**src/rtl/rws_pkg.sv**
```systemverilog
`default_nettype none

package rws_pkg;

   localparam int unsigned COUNT_WIDTH_DEF = 16;

   localparam int unsigned ADDR_W    = 48;
   localparam int unsigned STRG_W    = 8;
   localparam int unsigned TICK_W    = 16;
   localparam int unsigned SCOUNT_W  = 16;
   localparam int unsigned REPORT_W  = 32;
   localparam int unsigned UPTIME_W  = 32;
   localparam int unsigned CSR_IDX_W = 2;
   localparam int unsigned CSR_DAT_W = ADDR_W;

   typedef enum logic [CSR_IDX_W-1:0] {
      CSR_TARGET_ADDRESS = 2'd0,
      CSR_STRENGTH_FLOOR = 2'd1,
      CSR_WINDOW_TICKS   = 2'd2
   } csr_index_type;

   localparam logic [ADDR_W-1:0]        TARGET_ADDRESS_RST = 48'h6813_245B_F942;
   localparam logic signed [STRG_W-1:0] STRENGTH_FLOOR_RST = -8'sd95;
   localparam logic [TICK_W-1:0]        WINDOW_TICKS_RST   = 16'd1000;

   localparam logic REQ_FRAME = 1'b0;
   localparam logic REQ_TICK  = 1'b1;

endpackage

`default_nettype wire

```
**src/rtl/rws_if.sv**
```systemverilog
`default_nettype none

interface rws_req_if
   import rws_pkg::*;
();
   logic                     valid;
   logic                     ready;
   logic                     req_type;
   logic signed [STRG_W-1:0] strength;
   logic [ADDR_W-1:0]        addr_first;
   logic [ADDR_W-1:0]        addr_second;

   modport source (output valid, output req_type, output strength, output addr_first,
                   output addr_second, input ready);
   modport sink (input valid, input req_type, input strength, input addr_first,
                 input addr_second, output ready);
endinterface

interface rws_rsp_if
   import rws_pkg::*;
();
   logic                     valid;
   logic                     ready;
   logic signed [STRG_W-1:0] avg_strength;
   logic signed [STRG_W-1:0] min_strength;
   logic signed [STRG_W-1:0] max_strength;
   logic [SCOUNT_W-1:0]      sample_count;
   logic [REPORT_W-1:0]      report_number;
   logic [UPTIME_W-1:0]      uptime_ticks;

   modport source (output valid, output avg_strength, output min_strength,
                   output max_strength, output sample_count, output report_number,
                   output uptime_ticks, input ready);
   modport sink (input valid, input avg_strength, input min_strength,
                 input max_strength, input sample_count, input report_number,
                 input uptime_ticks, output ready);
endinterface

`default_nettype wire

```
**src/rtl/rssi_window_statistics.sv**
```systemverilog
// Windowed min / max / average of received signal strength.
//
// req_chan carries one item per handshake: a received frame or a 1 ms tick.
// A frame whose strength is at or above the floor and whose first or second
// address matches the target is added to the window unless its count is full. A tick advances uptime
// and the window tick counter; when that counter reaches window_ticks the
// window closes and, if it held samples, one item leaves on rsp_chan.
// The csr_ port writes the target address, the strength floor and the window
// length; write only while the block is idle.
//
// req_chan stays ready after frames and ticks that do not close a non-empty window.
// A closing tick starts a restoring divider, one quotient bit per cycle over
// COUNT_WIDTH+8 bits; req_chan is not ready until the result has been
// written to the output register, where it sits. If the receiver stalls, the
// next closing tick waits in the divider until that register frees.
// Reset (synchronous) restores the register defaults and clears all counters
// and accumulators.
`default_nettype none

module rssi_window_statistics
   import rws_pkg::*;
#(
   parameter int unsigned COUNT_WIDTH = COUNT_WIDTH_DEF
) (
   input  wire                   clock,
   input  wire                   reset,
   input  wire                   csr_we,
   input  wire [CSR_IDX_W-1:0]   csr_index,
   input  wire [CSR_DAT_W-1:0]   csr_wdata,
   rws_req_if.sink               req_chan,
   rws_rsp_if.source             rsp_chan
);

   localparam int unsigned SUM_W  = COUNT_WIDTH + STRG_W;
   localparam int unsigned ITER_W = $clog2(SUM_W + 1);
   localparam logic [COUNT_WIDTH-1:0] COUNT_FULL = {COUNT_WIDTH{1'b1}};

   typedef enum logic [1:0] {
      ST_IDLE   = 2'b01,
      ST_DIVIDE = 2'b10
   } state_type;

   state_type state_ff, state_in;

   logic [ADDR_W-1:0]        target_ff, target_in;
   logic signed [STRG_W-1:0] floor_ff, floor_in;
   logic [TICK_W-1:0]        window_ff, window_in;

   logic signed [SUM_W-1:0]  sum_ff, sum_in;
   logic [COUNT_WIDTH-1:0]   count_ff, count_in;
   logic signed [STRG_W-1:0] low_ff, low_in;
   logic signed [STRG_W-1:0] high_ff, high_in;
   logic [TICK_W-1:0]        elapsed_ff, elapsed_in;
   logic [UPTIME_W-1:0]      uptime_ff, uptime_in;
   logic [REPORT_W-1:0]      report_ff, report_in;

   logic [SUM_W-1:0]         dvd_ff, dvd_in;
   logic [COUNT_WIDTH-1:0]   rem_ff, rem_in;
   logic [ITER_W-1:0]        iter_ff, iter_in;
   logic                     neg_ff, neg_in;

   logic                     rsp_valid_ff, rsp_valid_in;
   logic signed [STRG_W-1:0] rsp_avg_ff, rsp_avg_in;
   logic signed [STRG_W-1:0] rsp_min_ff, rsp_min_in;
   logic signed [STRG_W-1:0] rsp_max_ff, rsp_max_in;
   logic [SCOUNT_W-1:0]      rsp_count_ff, rsp_count_in;
   logic [REPORT_W-1:0]      rsp_report_ff, rsp_report_in;
   logic [UPTIME_W-1:0]      rsp_uptime_ff, rsp_uptime_in;

   logic                     req_fire;
   logic                     frame_hit;
   logic [TICK_W-1:0]        elapsed_next;
   logic [COUNT_WIDTH:0]     rem_sh;
   logic [COUNT_WIDTH+1:0]   diff;
   logic                     ge;
   logic [SUM_W-1:0]         sum_mag;
   logic [STRG_W-1:0]        quot8;
   logic                     out_free;
   logic [31:0]              count_ext;

   assign req_chan.ready = (state_ff == ST_IDLE);
   assign req_fire       = req_chan.valid & req_chan.ready;

   assign frame_hit = (req_chan.strength >= floor_ff)
                    & ((req_chan.addr_first == target_ff) | (req_chan.addr_second == target_ff))
                    & (count_ff != COUNT_FULL);

   assign elapsed_next = elapsed_ff + TICK_W'(1);
   assign sum_mag      = sum_ff[SUM_W-1] ? SUM_W'(-sum_ff) : SUM_W'(sum_ff);

   assign rem_sh = {rem_ff, dvd_ff[SUM_W-1]};
   assign diff   = {1'b0, rem_sh} - {2'b00, count_ff};
   assign ge     = ~diff[COUNT_WIDTH+1];

   assign quot8     = dvd_ff[STRG_W-1:0];
   assign out_free  = ~rsp_valid_ff | rsp_chan.ready;
   assign count_ext = 32'(count_ff);

   always_comb begin
      state_in      = state_ff;
      target_in     = target_ff;
      floor_in      = floor_ff;
      window_in     = window_ff;
      sum_in        = sum_ff;
      count_in      = count_ff;
      low_in        = low_ff;
      high_in       = high_ff;
      elapsed_in    = elapsed_ff;
      uptime_in     = uptime_ff;
      report_in     = report_ff;
      dvd_in        = dvd_ff;
      rem_in        = rem_ff;
      iter_in       = iter_ff;
      neg_in        = neg_ff;
      rsp_valid_in  = rsp_valid_ff & ~rsp_chan.ready;
      rsp_avg_in    = rsp_avg_ff;
      rsp_min_in    = rsp_min_ff;
      rsp_max_in    = rsp_max_ff;
      rsp_count_in  = rsp_count_ff;
      rsp_report_in = rsp_report_ff;
      rsp_uptime_in = rsp_uptime_ff;

      if (csr_we) begin
         unique case (csr_index)
            CSR_TARGET_ADDRESS: target_in = csr_wdata[ADDR_W-1:0];
            CSR_STRENGTH_FLOOR: floor_in  = csr_wdata[STRG_W-1:0];
            CSR_WINDOW_TICKS:   window_in = csr_wdata[TICK_W-1:0];
            default: ;
         endcase
      end

      unique case (state_ff)
         ST_IDLE: begin
            if (req_fire) begin
               if (req_chan.req_type == REQ_FRAME) begin
                  if (frame_hit) begin
                     sum_in   = sum_ff + SUM_W'(req_chan.strength);
                     count_in = count_ff + COUNT_WIDTH'(1);
                     if (count_ff == '0) begin
                        low_in  = req_chan.strength;
                        high_in = req_chan.strength;
                     end else begin
                        if (req_chan.strength < low_ff) low_in = req_chan.strength;
                        if (req_chan.strength > high_ff) high_in = req_chan.strength;
                     end
                  end
               end else begin
                  uptime_in  = uptime_ff + UPTIME_W'(1);
                  elapsed_in = elapsed_next;
                  if (elapsed_next >= window_ff) begin
                     elapsed_in = '0;
                     if (count_ff != '0) begin
                        dvd_in   = sum_mag;
                        neg_in   = sum_ff[SUM_W-1];
                        rem_in   = '0;
                        iter_in  = ITER_W'(SUM_W);
                        state_in = ST_DIVIDE;
                     end
                  end
               end
            end
         end
         ST_DIVIDE: begin
            if (iter_ff != '0) begin
               dvd_in  = {dvd_ff[SUM_W-2:0], ge};
               rem_in  = ge ? diff[COUNT_WIDTH-1:0] : rem_sh[COUNT_WIDTH-1:0];
               iter_in = iter_ff - ITER_W'(1);
            end else if (out_free) begin
               rsp_valid_in  = 1'b1;
               rsp_avg_in    = neg_ff ? -quot8 : quot8;
               rsp_min_in    = low_ff;
               rsp_max_in    = high_ff;
               rsp_count_in  = count_ext[SCOUNT_W-1:0];
               rsp_report_in = report_ff;
               rsp_uptime_in = uptime_ff;
               report_in     = report_ff + REPORT_W'(1);
               sum_in        = '0;
               count_in      = '0;
               low_in        = '0;
               high_in       = '0;
               state_in      = ST_IDLE;
            end
         end
         default: state_in = ST_IDLE;
      endcase
   end

   always_ff @(posedge clock) begin
      if (reset) begin
         state_ff     <= ST_IDLE;
         target_ff    <= TARGET_ADDRESS_RST;
         floor_ff     <= STRENGTH_FLOOR_RST;
         window_ff    <= WINDOW_TICKS_RST;
         sum_ff       <= '0;
         count_ff     <= '0;
         low_ff       <= '0;
         high_ff      <= '0;
         elapsed_ff   <= '0;
         uptime_ff    <= '0;
         report_ff    <= '0;
         iter_ff      <= '0;
         rsp_valid_ff <= 1'b0;
      end else begin
         state_ff     <= state_in;
         target_ff    <= target_in;
         floor_ff     <= floor_in;
         window_ff    <= window_in;
         sum_ff       <= sum_in;
         count_ff     <= count_in;
         low_ff       <= low_in;
         high_ff      <= high_in;
         elapsed_ff   <= elapsed_in;
         uptime_ff    <= uptime_in;
         report_ff    <= report_in;
         iter_ff      <= iter_in;
         rsp_valid_ff <= rsp_valid_in;
      end
   end

   always_ff @(posedge clock) begin
      dvd_ff        <= dvd_in;
      rem_ff        <= rem_in;
      neg_ff        <= neg_in;
      rsp_avg_ff    <= rsp_avg_in;
      rsp_min_ff    <= rsp_min_in;
      rsp_max_ff    <= rsp_max_in;
      rsp_count_ff  <= rsp_count_in;
      rsp_report_ff <= rsp_report_in;
      rsp_uptime_ff <= rsp_uptime_in;
   end

   assign rsp_chan.valid         = rsp_valid_ff;
   assign rsp_chan.avg_strength  = rsp_avg_ff;
   assign rsp_chan.min_strength  = rsp_min_ff;
   assign rsp_chan.max_strength  = rsp_max_ff;
   assign rsp_chan.sample_count  = rsp_count_ff;
   assign rsp_chan.report_number = rsp_report_ff;
   assign rsp_chan.uptime_ticks  = rsp_uptime_ff;

endmodule

`default_nettype wire
```
**src/flat_wrapper.sv**
```systemverilog
// flat-port wrapper written by rule: the top's interface ports become plain ports
module rssi_window_statistics_flat import rws_pkg::*;
#(
   parameter int unsigned COUNT_WIDTH = COUNT_WIDTH_DEF
)
  (clock, reset, csr_we, csr_index, csr_wdata, req_chan_valid, req_chan_req_type, req_chan_strength, req_chan_addr_first, req_chan_addr_second, req_chan_ready, rsp_chan_valid, rsp_chan_avg_strength, rsp_chan_min_strength, rsp_chan_max_strength, rsp_chan_sample_count, rsp_chan_report_number, rsp_chan_uptime_ticks, rsp_chan_ready);
  rws_req_if req_chan_i ();
  rws_rsp_if rsp_chan_i ();
  input  wire clock;
  input  wire reset;
  input  wire csr_we;
  input  wire [CSR_IDX_W-1:0] csr_index;
  input  wire [CSR_DAT_W-1:0] csr_wdata;
  input wire logic [$bits(req_chan_i.valid)-1:0] req_chan_valid;
  input wire logic [$bits(req_chan_i.req_type)-1:0] req_chan_req_type;
  input wire logic [$bits(req_chan_i.strength)-1:0] req_chan_strength;
  input wire logic [$bits(req_chan_i.addr_first)-1:0] req_chan_addr_first;
  input wire logic [$bits(req_chan_i.addr_second)-1:0] req_chan_addr_second;
  output wire logic [$bits(req_chan_i.ready)-1:0] req_chan_ready;
  output wire logic [$bits(rsp_chan_i.valid)-1:0] rsp_chan_valid;
  output wire logic [$bits(rsp_chan_i.avg_strength)-1:0] rsp_chan_avg_strength;
  output wire logic [$bits(rsp_chan_i.min_strength)-1:0] rsp_chan_min_strength;
  output wire logic [$bits(rsp_chan_i.max_strength)-1:0] rsp_chan_max_strength;
  output wire logic [$bits(rsp_chan_i.sample_count)-1:0] rsp_chan_sample_count;
  output wire logic [$bits(rsp_chan_i.report_number)-1:0] rsp_chan_report_number;
  output wire logic [$bits(rsp_chan_i.uptime_ticks)-1:0] rsp_chan_uptime_ticks;
  input wire logic [$bits(rsp_chan_i.ready)-1:0] rsp_chan_ready;
  assign req_chan_i.valid = req_chan_valid;
  assign req_chan_i.req_type = req_chan_req_type;
  assign req_chan_i.strength = req_chan_strength;
  assign req_chan_i.addr_first = req_chan_addr_first;
  assign req_chan_i.addr_second = req_chan_addr_second;
  assign req_chan_ready = req_chan_i.ready;
  assign rsp_chan_valid = rsp_chan_i.valid;
  assign rsp_chan_avg_strength = rsp_chan_i.avg_strength;
  assign rsp_chan_min_strength = rsp_chan_i.min_strength;
  assign rsp_chan_max_strength = rsp_chan_i.max_strength;
  assign rsp_chan_sample_count = rsp_chan_i.sample_count;
  assign rsp_chan_report_number = rsp_chan_i.report_number;
  assign rsp_chan_uptime_ticks = rsp_chan_i.uptime_ticks;
  assign rsp_chan_i.ready = rsp_chan_ready;
  rssi_window_statistics #(.COUNT_WIDTH(COUNT_WIDTH)) u_core (.clock(clock), .reset(reset), .csr_we(csr_we), .csr_index(csr_index), .csr_wdata(csr_wdata), .req_chan(req_chan_i), .rsp_chan(rsp_chan_i));
endmodule
```
**config.mk**
```make
export PLATFORM = sky130hd
export DESIGN_NAME = rssi_window_statistics_flat
export DESIGN_NICKNAME = d
export VERILOG_FILES = /design/src/rtl/rws_pkg.sv /design/src/rtl/rws_if.sv /design/src/rtl/rssi_window_statistics.sv /design/src/flat_wrapper.sv
export SDC_FILE = /design/constraint.sdc
export NUM_CORES = 1
export LEC_CHECK = 0
export ABC_AREA = 1
export BUFFER_PORTS_ARGS = -buffer_cell sky130_fd_sc_hd__buf_4
export CORE_ASPECT_RATIO = 1.25
export CORE_UTILIZATION = 54
export DETAILED_ROUTE_END_ITERATION = 6
export PLACE_DENSITY = 0.75
export SLEW_MARGIN = 20
export SYNTH_ARGS = -nofsm -noshare
export SYNTH_HDL_FRONTEND = slang
export SYNTH_SLANG_ARGS = --single-unit
```
**constraint.sdc**
```tcl
create_clock -name clock -period 4.4 [get_ports clock]
set_clock_uncertainty 0.2 [all_clocks]
set_input_delay 0.22 -clock clock [delete_from_list [all_inputs] [get_ports clock]]
set_output_delay 0.22 -clock clock [all_outputs]
set_load 0.02 [all_outputs]
```
======== Yosys cells after proc, flatten, opt, wreduce, memory -nomap -nowiden ========
Cells that the tools add are included.
storage, ports and cells
  memories kept ........................... 0
  bits in latches ......................... 0
  input port bits ......................... 160
  output and inout port bits .............. 106
  memory bits (read-only) ................. 0
  RAM bits ................................ 0
  register bits ........................... 361
  logic and storage cells ................. 137
cells by class
  div/mod/pow operators ................... 0
  multiplexer cells ....................... 58
  multipliers ............................. 0
  eq/ne operators ......................... 18
  add/subtract/negate cells ............... 9
  shifts and indexed selects .............. 0
  order comparisons ....................... 4
  bitwise logic cells ..................... 10
  reductions and logical operators ........ 16
operator list
  cell                                                             count
  24-bit 2-to-1 mux                                                11
  16-bit 2-to-1 mux                                                12
  8-bit 2-to-1 mux                                                 13
  48-bit equality test                                             2
  24-bit case mux with 2 select lines                              2
  32-bit by 1-bit adder with 32-bit output, second input constant  2
  16-bit case mux with 2 select lines                              2
  16-bit by 1-bit adder with 16-bit output, second input constant  2
  8-bit case mux with 2 select lines                               2
  5-bit 2-to-1 mux                                                 5
  24-bit by 8-bit adder with 24-bit output                         1
  24-bit negation                                                  1
  6-bit AND reduction                                              3
  17-bit by 16-bit subtractor with 18-bit output                   1
  16-bit greater-or-equal comparator                               1
  16-bit logical NOT                                               1
  16-bit != test, second input constant                            1
  16-bit nonzero test                                              1
  2-bit != test, second input constant                             7
  7-bit AND reduction                                              2
  2-bit 2-to-1 mux                                                 6
  5-bit case mux with 2 select lines                               1
  8-bit greater-or-equal comparator                                1
  8-bit greater-than comparator                                    1
  other kinds (18)                                                 34

======== Logic depth before layout (Yosys ltp) ========
  word-level depth ........................ 8
  gate-level depth with buffers ........... 18
  mapped depth without buffers ............ 18

======== Least setup slack after synthesis ========
No wires, ideal clock.
  path type ............................... flip-flop to flip-flop
  from .................................... reg u_core.elapsed_ff[0]
  to ...................................... reg u_core.iter_ff[4]
  cell stages (with the launch flop) ...... 18
  path slack .............................. 0.542 ns
  data arrival time ....................... 3.588 ns
  path buffers ............................ 0
  setup time .............................. 0.070 ns
  required time ........................... 4.130 ns
  period minus slack after synthesis ...... 3.858 ns
  path through ............................ dfxtp_1 -> ha_1 -> nand3_1 -> nor3b_1 -> nand2_1 -> nor2_1 -> nand3_1 -> xor2_1 -> inv_1 -> ha_1 -> nand4_1 -> nor3_1 -> o21ai_0 -> nand3_1 -> nand2_1 -> inv_1 -> o21ai_0 -> a21oi_1
on the way
  cells in the longest elaborated chain, start to end .. 4
ends and longest elaborated chain
  item                                      RTL line                       text
  from (decl)                               rssi_window_statistics.sv:53   logic [TICK_W-1:0] elapsed_ff, elapsed_in;
  from (signal assigned)                    rssi_window_statistics.sv:212  elapsed_ff <= elapsed_in;
  16-bit by 1-bit adder with 16-bit output  rssi_window_statistics.sv:88   assign elapsed_next = elapsed_ff + TICK_W'(1);
  16-bit greater-or-equal comparator        rssi_window_statistics.sv:150  if (elapsed_next >= window_ff) begin
  2-bit != test (no line)                   -
  6-bit AND reduction (no line)             -
  to (signal assigned)                      rssi_window_statistics.sv:215  iter_ff <= iter_in;
  to (decl)                                 rssi_window_statistics.sv:59   logic [ITER_W-1:0] iter_ff, iter_in;
No other way between the ends.
A chain may end at the register's enable or synchronous reset.

======== Worst setup path in the final report ========
  from .................................... reg u_core.elapsed_ff[0]
  to ...................................... reg u_core.iter_ff[1]
The elaborated chain is that of the path after synthesis.

==> impl_metrics.ini <==
[outcome]
status = finished clean

[clock_network]
cts_tree = yes
cts_buffer_depth = 3
clock_sinks = 361
post_cts_resized = 0
cts_root_buf = clkbuf_16
cts_buffers = 37
path_clk_slew_ns = 0.06
clk_latency_ns = 0.55
ctsHtreeMaxLevel = 2

[finish]
nets = 3152
n_fill_cell = 3048
mostFrequentLayoutCells = nand2_1, inv_1, nor2_1, buf_4, dfxtp_1
final_common_cell = nand2_1
area_growth_pct = 21.3
stdcell_area_um2 = 24200
num_antenna_cells = 0
drive_above_1_share_pct = 14.0

[timing]
period_share_pct = 84.5
slew_headroom_pct = 35.0
rsz0062_at_grt = no
setup_tns_ns = 0
tightest_slew_ns = 0.975
finalHoldViolCount = 0
fmax_mhz = 269
slew_violations = 0
setup_violations = 0
period_needed_ns = 3.72

[min_path]
hold_class = input pin to register
hp-start = csr_we
hold_end = u_core.floor_ff[4]
min_path_cells = 3

[power]
max-vdd-ir-drop_mv = 0.224
power_density_nw_per_um2 = 301
p_leak_nw = 10.5

[setup_path]
cp_data_arrival_time_ns = 3.92
cp-end-kind = register
timing_worst_setup_path_type = register to register
cp.buffers_inverters = 3
reg2reg_setup_slack_ns = 0.68
critPathLaunchType = register
reg2reg_to = u_core.iter_ff[1]
slowest_delay_ns = 0.40
path_delay_family = simple AND/OR/NAND/NOR gates
cpMaxStageDelayCell = dfxtp_1
crit_fanout = 46
crit_chain = ha_1 -> nand3_1 -> nor3b_1 -> nand2_1 -> nor2_1 -> nand3_1 -> xor2_1 -> inv_1 -> ha_1 -> nand4_1 -> nor3_1 -> o21ai_0 -> nand3_1 -> nand2_1 -> inv_1 -> buf_12 -> nand2_1 -> o21ai_0 -> nor2_1
crit_required_ns = 4.60
r2r-start = u_core.elapsed_ff[0]
rr_worst_depth = 19

[floorplanning]
core_area_um2 = 36400
initial_utilization_pct = 54.9
die_h_um = 217
die_w_um = 174
rows = 78
die_area_um2 = 37800
io_pins = 266

[synth]
yosys-top-cells-area = edfxtp_1, dfxtp_1, nand2_1
ys_async_sr_fraction_pct = 0
synthesis.area_um2 = 20000
synth_edf_count = 145
ys_ff_latch = 361
synth_ff_type = dfxtp_1
ys_seq_area_share_pct = 43.4
ys_warn_count = 0
syn-num-nets = 2840
synth_top_area_share_pct = 21.8
yosys.area.top_type = edfxtp_1
yosysUniqueCellTypes = 55
synth_area_per_cell_um2 = 7.72
syn_inst = 2591

[drt]
vias = 18096
drtIter0Drc = 1018
wl_per_cell_um = 15.6
via_per_inst = 5.31
drt-pass1-iter-count = 6
finalWirelength_mm = 53.1
antenna_left = 0
drc = 0

[flow_run]
maxCapViolCount = 0

[place]
place.detailed.hpwl_mm = 39.5
place.gp.congestion = 0.950
placed_area_um2 = 22400
port_buffers = 265

[global_route]
antenna_found_initial = 0
grt_pass1_wl_mm = 86.3
grt_pass1_vias = 17975
track_usage_pct = 28.2
grt_overflow = 0
grt_max_degree = 79
## worst max-delay path by stage
stage	depth (start not counted)	from	endpoint
finish	19	u_core.elapsed_ff[0]	u_core.iter_ff[1]
global route	19	u_core.elapsed_ff[0]	u_core.iter_ff[1]
CTS	18	u_core.elapsed_ff[0]	u_core.iter_ff[4]
detailed placement	19	u_core.elapsed_ff[0]	u_core.iter_ff[1]
global placement	16	u_core.elapsed_ff[0]	u_core.dvd_ff[5]
floorplan	17	u_core.elapsed_ff[0]	u_core.iter_ff[4]
## layout make-up
cell class	count	area, um2	share of cell area, %
multi-input cells	1839	9800	40.4
repair buffers	342	2730	11.3
well taps	480	601	2.48
clock inverters	13	183	0.753
inverters	322	1210	5.00
flip-flops and latches	361	8680	35.8
clock buffers	54	1040	4.29
## metrics by stage
step / setup WS (ns) / std cells / total power, mW / util, % / hold slack [ns]
after floorplan: 0.542 / 2591 / 3.88 / - / 0.133
after global placement: 0.760 / 3283 / 4.09 / 61.6 / 0.218
after detailed placement: 0.637 / 3283 / 4.11 / 61.6 / 0.223
after CTS: 0.613 / 3411 / 7.35 / 66.6 / 0.00805
after global routing: 0.158 / 3411 / 7.55 / 66.6 / 0.0466
final: 0.680 / 3411 / 7.29 / 66.6 / 0.0277
## metal layers
metal | routed length (um) | track usage [%] | up-vias
li1 | - | - | 9091
met1 | 20400 | 30.4 | 8259
met2 | 27200 | 52.2 | 590
met3 | 2830 | 4.59 | 156
met4 | 2680 | 15.3 | 0
met5 | 0 | 0 | -
## sequential cells by signal (all words and copies together) (netlist names)
name                           count
u_core.neg_ff                      1
u_core.elapsed_ff                 16
u_core.rsp_chan.sample_count      16
u_core.rsp_chan.max_strength       8
u_core.iter_ff                     5
u_core.low_ff                      8
u_core.target_ff                  48
u_core.uptime_ff                  32
u_core.report_ff                  32
u_core.dvd_ff                     24
u_core.rsp_chan.min_strength       8
u_core.state_ff                    2
u_core.count_ff                   16
u_core.floor_ff                    8
u_core.rsp_chan.report_number     32
u_core.high_ff                     8
u_core.rsp_chan.avg_strength       8
u_core.rem_ff                     16
u_core.sum_ff                     24
u_core.rsp_chan.uptime_ticks      32
u_core.window_ff                  16
u_core.rsp_chan.valid              1
## logic make-up (layout without fill, tap and decap cells)
family | after synthesis | in the layout | share of synthesized area [%]
simple gates | 1225 | 1225 | 26.5
buf+inv | 391 | 731 | 7.63
fa+ha+maj | 89 | 89 | 5.65
flops | 361 | 361 | 43.4
compound gates | 386 | 386 | 10.7
xor+xnor | 139 | 139 | 6.09
## timing repair
item / 4_1_cts / 5_1_grt
endpoints found under the hold margin: 88 / 0
setup buffers: 0 / 0
hold buffers: 61 / 0
## worst register-to-register path, cell delays in order, from the launching register on
cell and delay, ns:
dfxtp_1 0.40, ha_1 0.21, nand3_1 0.14, nor3b_1 0.40, nand2_1 0.14, nor2_1 0.18, nand3_1 0.11, xor2_1 0.15
inv_1 0.08, ha_1 0.28, nand4_1 0.11, nor3_1 0.14, o21ai_0 0.13, nand3_1 0.12, nand2_1 0.17, inv_1 0.15
buf_12 0.25, nand2_1 0.08, o21ai_0 0.09, nor2_1 0.06
## report_power, final
group	switching, mW	internal, mW	total, mW
combinational	0.301	0.263	0.564
sequential	0.0300	3.49	3.52
clock	1.33	1.89	3.21
total	1.66	5.64	7.29
## cell usage after synthesis (2+ instances only)
master and n:
fa_1 2, buf_2 10, nand4_2 2, nand2_1 642
o21a_1 12, o41ai_1 2, nand3_1 105, nor2_2 9
buf_1 4, o21ai_1 3, clkinv_1 2, inv_2 10
a21oi_1 179, edfxtp_1 145, nor3b_1 5, nor2_1 307
o31ai_1 7, nor3_1 35, buf_4 6, a21o_1 5
o211ai_1 28, a31oi_1 5, nand2_4 5, nor4_1 8
o21ai_0 133, nor3_2 7, a211oi_1 2, nand3_2 2
nand3b_1 4, xor2_1 54, nor2_4 8, clkbuf_1 46
nor4_2 4, inv_1 310, or2_2 11, dfxtp_1 216
nand2_2 8, ha_1 87, o21bai_1 2, xnor2_1 85
nand4_1 56, buf_6 3, a21boi_0 2, o221a_2 2
Note: power is estimated with default switching activity, not from simulation.
